<file path="src/rtl/core/blfu_zero_find.sv">
// blfu_zero_find: lowest clear bit of one bitmap word
// shared compare unit of the scan sequencer; no package dependency
`default_nettype none

module blfu_zero_find #(
  parameter int WORD_BITS = 64
) (
  input  logic [WORD_BITS-1:0]         word,
  output logic                         hit,
  output logic [$clog2(WORD_BITS)-1:0] pos
);

  localparam int BIT_W = $clog2(WORD_BITS);

  logic [WORD_BITS-1:0] low_zero;

  // isolate the lowest clear bit: carry of word + 1 stops there
  assign low_zero = ~word & (word + WORD_BITS'(1));
  assign hit      = |(~word);

  // encode the one-hot position
  always_comb begin
    pos = '0;
    for (int i = 0; i < WORD_BITS; i++) begin
      if (low_zero[i]) begin
        pos = pos | BIT_W'(i);
      end
    end
  end

endmodule

`default_nettype wire

</file>
<file path="config.mk">
export PLATFORM = sky130hd
export DESIGN_NAME = blfu_zero_find
export DESIGN_NICKNAME = d
export VERILOG_FILES = /design/src/rtl/core/blfu_zero_find.sv
export SDC_FILE = /design/constraint.sdc
export NUM_CORES = 1
export LEC_CHECK = 0
export BUFFER_PORTS_ARGS = -buffer_cell sky130_fd_sc_hd__buf_2
export CORE_MARGIN = 1.5
export CORE_UTILIZATION = 49
export DETAILED_ROUTE_END_ITERATION = 10
export PLACE_DENSITY = 0.95
export SYNTH_ARGS = -nofsm -noshare
export SYNTH_HDL_FRONTEND = slang
export SYNTH_SLANG_ARGS = --single-unit
</file>
<file path="constraint.sdc">
create_clock -name vclk -period 3.92
set_input_delay 0.784 -clock vclk [all_inputs]
set_output_delay 0.784 -clock vclk [all_outputs]
set_load 0.01 [all_outputs]
</file>
* Yosys cells after proc, flatten, opt, wreduce, memory -nomap -nowiden
Index checks and enable logic that the tools add are counted.
Storage, ports and cells: bits in registers 0, bits of input ports 64, output and inout port bits 7, logic and storage cells 67
Operators by class: $add $sub $neg 1, muxes and demuxes 63, bitwise gates (word level) 2, reduce and logical (&&, ||, !) cells 1
Operators with widths (number):
- 6-bit two-way mux | 32
- 5-bit two-way mux | 16
- 64-bit by 1-bit adder with 64-bit output (second input constant) | 1
- 64-bit bitwise AND | 1
- 64-bit NOT | 1
- 64-bit OR reduction | 1
- 4-bit two-way mux | 8
- 3-bit two-way mux | 4
- 2-bit two-way mux | 2
- 1-bit two-way mux | 1

* Depth between registers and ports, before layout
Gate-level depths: netlist of run 1.
depth in word-level cells 65, depth in mapped cells 8, depth with buffers taken out 7

* Worst setup path before layout of run 1
No wires, ideal clock.
kind input-to-output, start input word[46], end output pos[4], arrival time 2.511 ns, data required time 3.136 ns, slack 0.625 ns, stages 8, path buffers 1, path through nand4_1 > or4_1 > buf_2 > or4b_4 > o32ai_4 > a2111oi_2 > and2_1 > nand4_1
Between the ends: longest elaborated chain between the ends 18
Ends and longest elaborated chain:
- from (decl) | RTL line 8 | input logic [WORD_BITS-1:0] word,
- 64-bit by 1-bit adder with 64-bit output * | RTL line 18 | assign low_zero = ~word & (word + WORD_BITS'(1));
- 64-bit bitwise AND * | RTL line 18
- 6-bit two-way mux (15 in series) | RTL line 25 | if (low_zero[i]) begin
- 6-bit two-way mux * | RTL line 25
- to (decl) | RTL line 10 | output logic [$clog2(WORD_BITS)-1:0] pos
Mark *: on every way between the ends. The rest lies on a longest branch, timed or not.

* Worst setup path in the final report of run 1
start input word[2], end output pos[1]
Between the ends: longest elaborated chain between the ends 64, elaborated cells on any way between the ends 65, classes of those cells 1 x add/sub; 62 x mux; 2 x bitwise
Ends and longest elaborated chain (RTL line):
- 64-bit by 1-bit adder with 64-bit output / 64-bit NOT (equally long branches) | 18
- 64-bit bitwise AND * | 18
- 2-bit two-way mux (2 in series) | 25
- 3-bit two-way mux (4 in series) | 25
- 4-bit two-way mux (8 in series) | 25
- 5-bit two-way mux (16 in series) | 25
- 6-bit two-way mux (31 in series) | 25
- 6-bit two-way mux * | 25
Marked as above.

==> metrics, run 1 <==
CP Capture Type=output pin; GR Util met2=0.576; Post CTS Setup Buffer Count=0; register area=0 um2; TritonRoute pass-1 iters=5; DP Area=1850 um2; total congestion overflow=0; worst hold start=word[63]; WP buf/inv=3; post-layout min period=3.67 ns; ant diodes=0; Final Power=0.000102 W; All-Layer GR Usage=0.338; most frequent cells in the layout=buf_2 (71), nand2_1 (30), nor2_1 (23); Relative slew margins=0.629; synthesized area=1410 um2; Ys Warns=0; layout cells sized above 1=0.308; mux cell area share after synthesis=0; Max Clk Rate=272 MHz; FP Rows=19; crit path cell chain=buf_2 > nand4_1 > nor3_2 > nand2_2 > buf_4 > nor4_1 > nor3b_1 > nand3_1 > or4_1 > buf_2; design area=1850 um2; maximum vdd drop=43.4 uV; outcome=completed; NumNets Final=374; Compound-Gate Fraction of Synth Area=0.253; area delta synth->final=31.8%; setup TNS=0 ns; CP top delay family=simple AND/OR/NAND/NOR gates; Core Area=2730 um2; largest area contributor in the synthesized netlist=nand2_1; Slew Limit Fails=0; io pins=71; Distinct cells, synth=47; Via density=6.68; largest family of logic cells by synthesized area=simple AND/OR/NAND/NOR gates; I/O Buffers=71; syn nets=295; Mapped Cells=231; Post-Synth XOR/XNOR Area=0; grt met3 use=0.0323; Crit path required time=3.14 ns; setup violators final=0; Final Wtd Congestion=0.991; Yosys top cell area share=0.0801; final cycle utilization of the critical path=0.937; DRC Markers=0; fraction of the mapped netlist area in adder cells=0; Iter 0 DRT Violations=220; Routed Antenna Nets=0; commonest non-fill, non-tap cell in the layout=buf_2; initial antenna violation count=0; part of the Yosys area used for sequential elements=0; CP max FO=10; worst path arrival time=2.89 ns; Area contributors post-synth=nand2_1 (8.0%), nand4_1 (8.0%), nand3_1 (7.1%); met1 usage=0.445; CP Launch Type=input pin; largest net degree at the start of global routing=11; slowest CP cell=nor3_2; Avg WL per Cell=16.3 um; CP max stage delay=0.48 ns; Simple-Gate Fraction of Synth Area=0.700; crit path from=word[2]; syn avg cell area=6.09 um2; most crowded layer after global routing=met2; Detailed Place HPWL=4670 um; final wirelength=5520 um; number of global-route vias before repair=2014; Die Span X=56.6 um; Initial Util=0.514; die area=3200 um2; first-pass GRT wire length=8880 um; via count=2263; PwrDens=55.0 nW/um2; RSZ-0062 raised after global routing=no; Worst Tran Pin Value=0.551 ns; Min-Delay Path Class=input pin to output pin; seq_cells=0; max-cap violation count=0; CLK BUF=0; Leak=0.775 nW; final hold viol count=0; die height=56.6 um; crit-path most repeated cell=buf_2; critical path type=input pin to output pin
power breakdown:
part | switching, W | total [W] | internal (W)
combinational | 0.0000598 | 0.000102 | 0.0000421
clock | 0 | 0 | 0
sequential | 0 | 0 | 0
total | 0.0000598 | 0.000102 | 0.0000421
what timing repair did:
item / in CTS / in global routing
gates resized for setup: 0 / 1
endpoints found under the setup margin: 0 / 2
hold buffers: 0 / 0
synth_stat cells, types with 2 or more instances:
cell type  instances
nand4_4            2
nor4_1            12
o211ai_1           3
nand3_1           20
nand2_1           30
inv_1             12
and4_1             2
o41ai_1            2
or4_1              8
buf_2              2
o31a_2             2
o21ai_0           13
and2_1             3
nand4b_1           6
a21oi_1            8
and3_1             5
nand3b_1           3
or3_1              7
nand2b_1           5
nor3_1            12
nand4_1           18
o32ai_1            3
nor3b_1            3
a211oi_1           5
nor2_1            23
cells by family (layout without fill, tap and decap cells):
logic type / after synthesis / after routing
compound gates: 48 / 48
buf+inv: 15 / 92
simple gates: 168 / 168
worst paths after layout:
path | endpoint | slack, ns | cells past startpoint
min | hit | 1.94 | 4
max | pos[1] | 0.25 | 10
through the flow:
stage | hold slack [ns] | setup slack, ns | util | cells
2_1_floorplan | 1.74 | 0.625 | - | 231
3_3_place_gp | 1.93 | 0.295 | 0.676 | 339
3_5_place_dp | 1.94 | 0.265 | 0.676 | 339
4_1_cts | 1.94 | 0.258 | 0.676 | 339
5_1_grt | 1.97 | 0.00828 | 0.678 | 339
6_report | 1.94 | 0.246 | 0.678 | 339
layer usage:
layer / vias to the layer above / wire length [um]
met5: - / 0
met4: 0 / 184
met3: 24 / 577
met2: 179 / 2540
met1: 972 / 2220
li1: 1088 / -
area by class of cell:
| type | instances | area [um2] |
|---|---|---|
| fill | 249 | 881 |
| inverter | 12 | 45.0 |
| multi-input combinational | 216 | 1350 |
| tap | 31 | 38.8 |
| timing repair buffer | 80 | 423 |
No activity file was read; power rests on OpenSTA's default activity.
==> inputs of run 2 (changes only) <==
--- a/config.mk
+++ b/config.mk
@@ -11,4 +11,5 @@
 export DETAILED_ROUTE_END_ITERATION = 10
 export PLACE_DENSITY = 0.95
+export SLEW_MARGIN = 20
 export SYNTH_ARGS = -nofsm -noshare
 export SYNTH_HDL_FRONTEND = slang
==> constraint.sdc (replaced) <==
create_clock -name vclk -period 3.92
set_input_delay 0.588 -clock vclk [all_inputs]
set_output_delay 0.588 -clock vclk [all_outputs]
set_load 0.01 [all_outputs]
==> run 2 against run 1 <==
  * Utilization is 2.7 points lower
  * Combinational power is essentially flat
  * Wire length is 0.36% higher
  * Global-route usage about the same
  * Sequential cell count is the same
  * Worst hold slack got worse by 0.38 ns
  * First-iteration DRC count is 55% higher
  * Sequential share of layout area stayed put
  * Critical path type unchanged
  * Critical endpoint is now pos[4]
  * Highest routed layer unchanged
==> metrics, run 2 (same netlist as run 1, synthesis figures left out) <==
RSZ-0062 raised after global routing=no; area delta synth->final=26.5%; ant diodes=0 (unchanged); initial antenna violation count=0 (unchanged); max-cap violation count=0 (unchanged); CP Capture Type=output pin; Die Span X=56.6 um (unchanged); register area=0 um2 (unchanged); Crit path required time=3.33 ns (+0.19 ns); Routed Antenna Nets=0 (unchanged); TritonRoute pass-1 iters=7 (+2); Fin Hold WS=1.55 ns (-0.382 ns); most crowded layer after global routing=met2; io pins=71 (unchanged); setup violators final=0 (unchanged); CP Launch Type=input pin; grt met3 use=0.0346 (+0.00230); commonest non-fill, non-tap cell in the layout=buf_2; hold buffer count at CTS=0 (unchanged); Max Clk Rate=284 MHz (+4.3%); most frequent cells in the layout=buf_2 (71), nand2_1 (30), nor2_1 (23); final cycle utilization of the critical path=0.898 (-0.0390); PwrDens=57.3 nW/um2 (+4.2%); CLK BUF=0 (unchanged); seq_cells=0 (unchanged); die area=3200 um2 (unchanged); Avg WL per Cell=16.8 um (+3.1%); All-Layer GR Usage=0.338 (+0.000475); Final Wtd Congestion=1.02 (+2.9%); post-layout min period=3.52 ns (-0.153 ns); placed insts=330 (-2.7%); Post CTS Setup Buffer Count=0 (unchanged); first-pass GRT wire length=8880 um (unchanged); FP Rows=19 (unchanged); Min-Delay Path Class=input pin to output pin; Worst Tran Pin Value=0.805 ns (+0.253 ns); DRC Markers=0 (unchanged); critical path type=input pin to output pin; via count=2267 (+0.18%); largest net degree at the start of global routing=17 (+6); Finished Core Util=0.651 (-0.0270); Detailed Place HPWL=4680 um (+0.12%); Relative slew margins=0.459 (-0.170); NumNets Final=365 (-2.4%); final wirelength=5540 um (+0.36%); Gates resized, CTS repair=0 (unchanged); Iter 0 DRT Violations=341 (+55%); setup TNS=0 ns (unchanged); outcome=completed; layout cells sized above 1=0.284 (-0.0242); worst path arrival time=2.93 ns (+0.04 ns); CP max FO=16 (+6); GR Util met2=0.603 (+0.0266); Initial Util=0.514 (unchanged); number of global-route vias before repair=1968 (-2.3%); maximum vdd drop=48.9 uV (+13%); final hold viol count=0 (unchanged); I/O Buffers=71 (unchanged); Via density=6.87 (+2.9%); Core Area=2730 um2 (unchanged); Leak=0.734 nW (-5.4%); total congestion overflow=0 (unchanged); met1 usage=0.444 (-0.00139); die height=56.6 um (unchanged); Layout Cells excl Fill=330 (-2.7%); Slew Limit Fails=0 (unchanged)
run 2: changes by cell type in the layout (fill, tap and decap cells not counted):
cell,change
buf_4,-9
nor4_2,-1
nor4_1,+1
run 2: cell type report:
cell class	count	area, um2
fill	264	955
inverter	12	45.0
multi-input combinational	216	1340
tap	31	38.8
timing repair buffer	71	355
run 2: per-layer routing:
| layer | share of wire | routed length (um) |
|---|---|---|
| met5 | 0 | 0 |
| met4 | 0.017 | 95 |
| met3 | 0.11 | 628 |
| met2 | 0.47 | 2580 |
| met1 | 0.40 | 2240 |
run 2: critical path, cell delays in order:
cell and delay [ns]:
buf_2 0.11, nand4_1 0.25, nor4_4 0.58, nand2_2 0.30
nor4_1 0.56, nor4_1 0.16, and2_1 0.18, nand4_1 0.08
buf_2 0.13
run 2: metrics by stage:
step           power [W]  cell area [um2]  setup WS, ns
6_report        0.000102             1780         0.399
5_1_grt         0.000111             1780         0.203
4_1_cts        0.0000991             1780         0.468
3_5_place_dp   0.0000986             1780         0.484
3_3_place_gp   0.0000964             1780         0.518
2_1_floorplan  0.0000349             1410          1.02
run 2: final timing paths:
path | to | slack, ns | cells after the start | startpoint
max | pos[4] | 0.40 | 9 | word[12]
min | hit | 1.55 | 4 | word[63]
run 2: power by group:
part / internal [W] / switching [W] / total, W
registers: 0 / 0 / 0
logic: 0.0000413 / 0.0000606 / 0.000102
clock network: 0 / 0 / 0
total: 0.0000413 / 0.0000606 / 0.000102
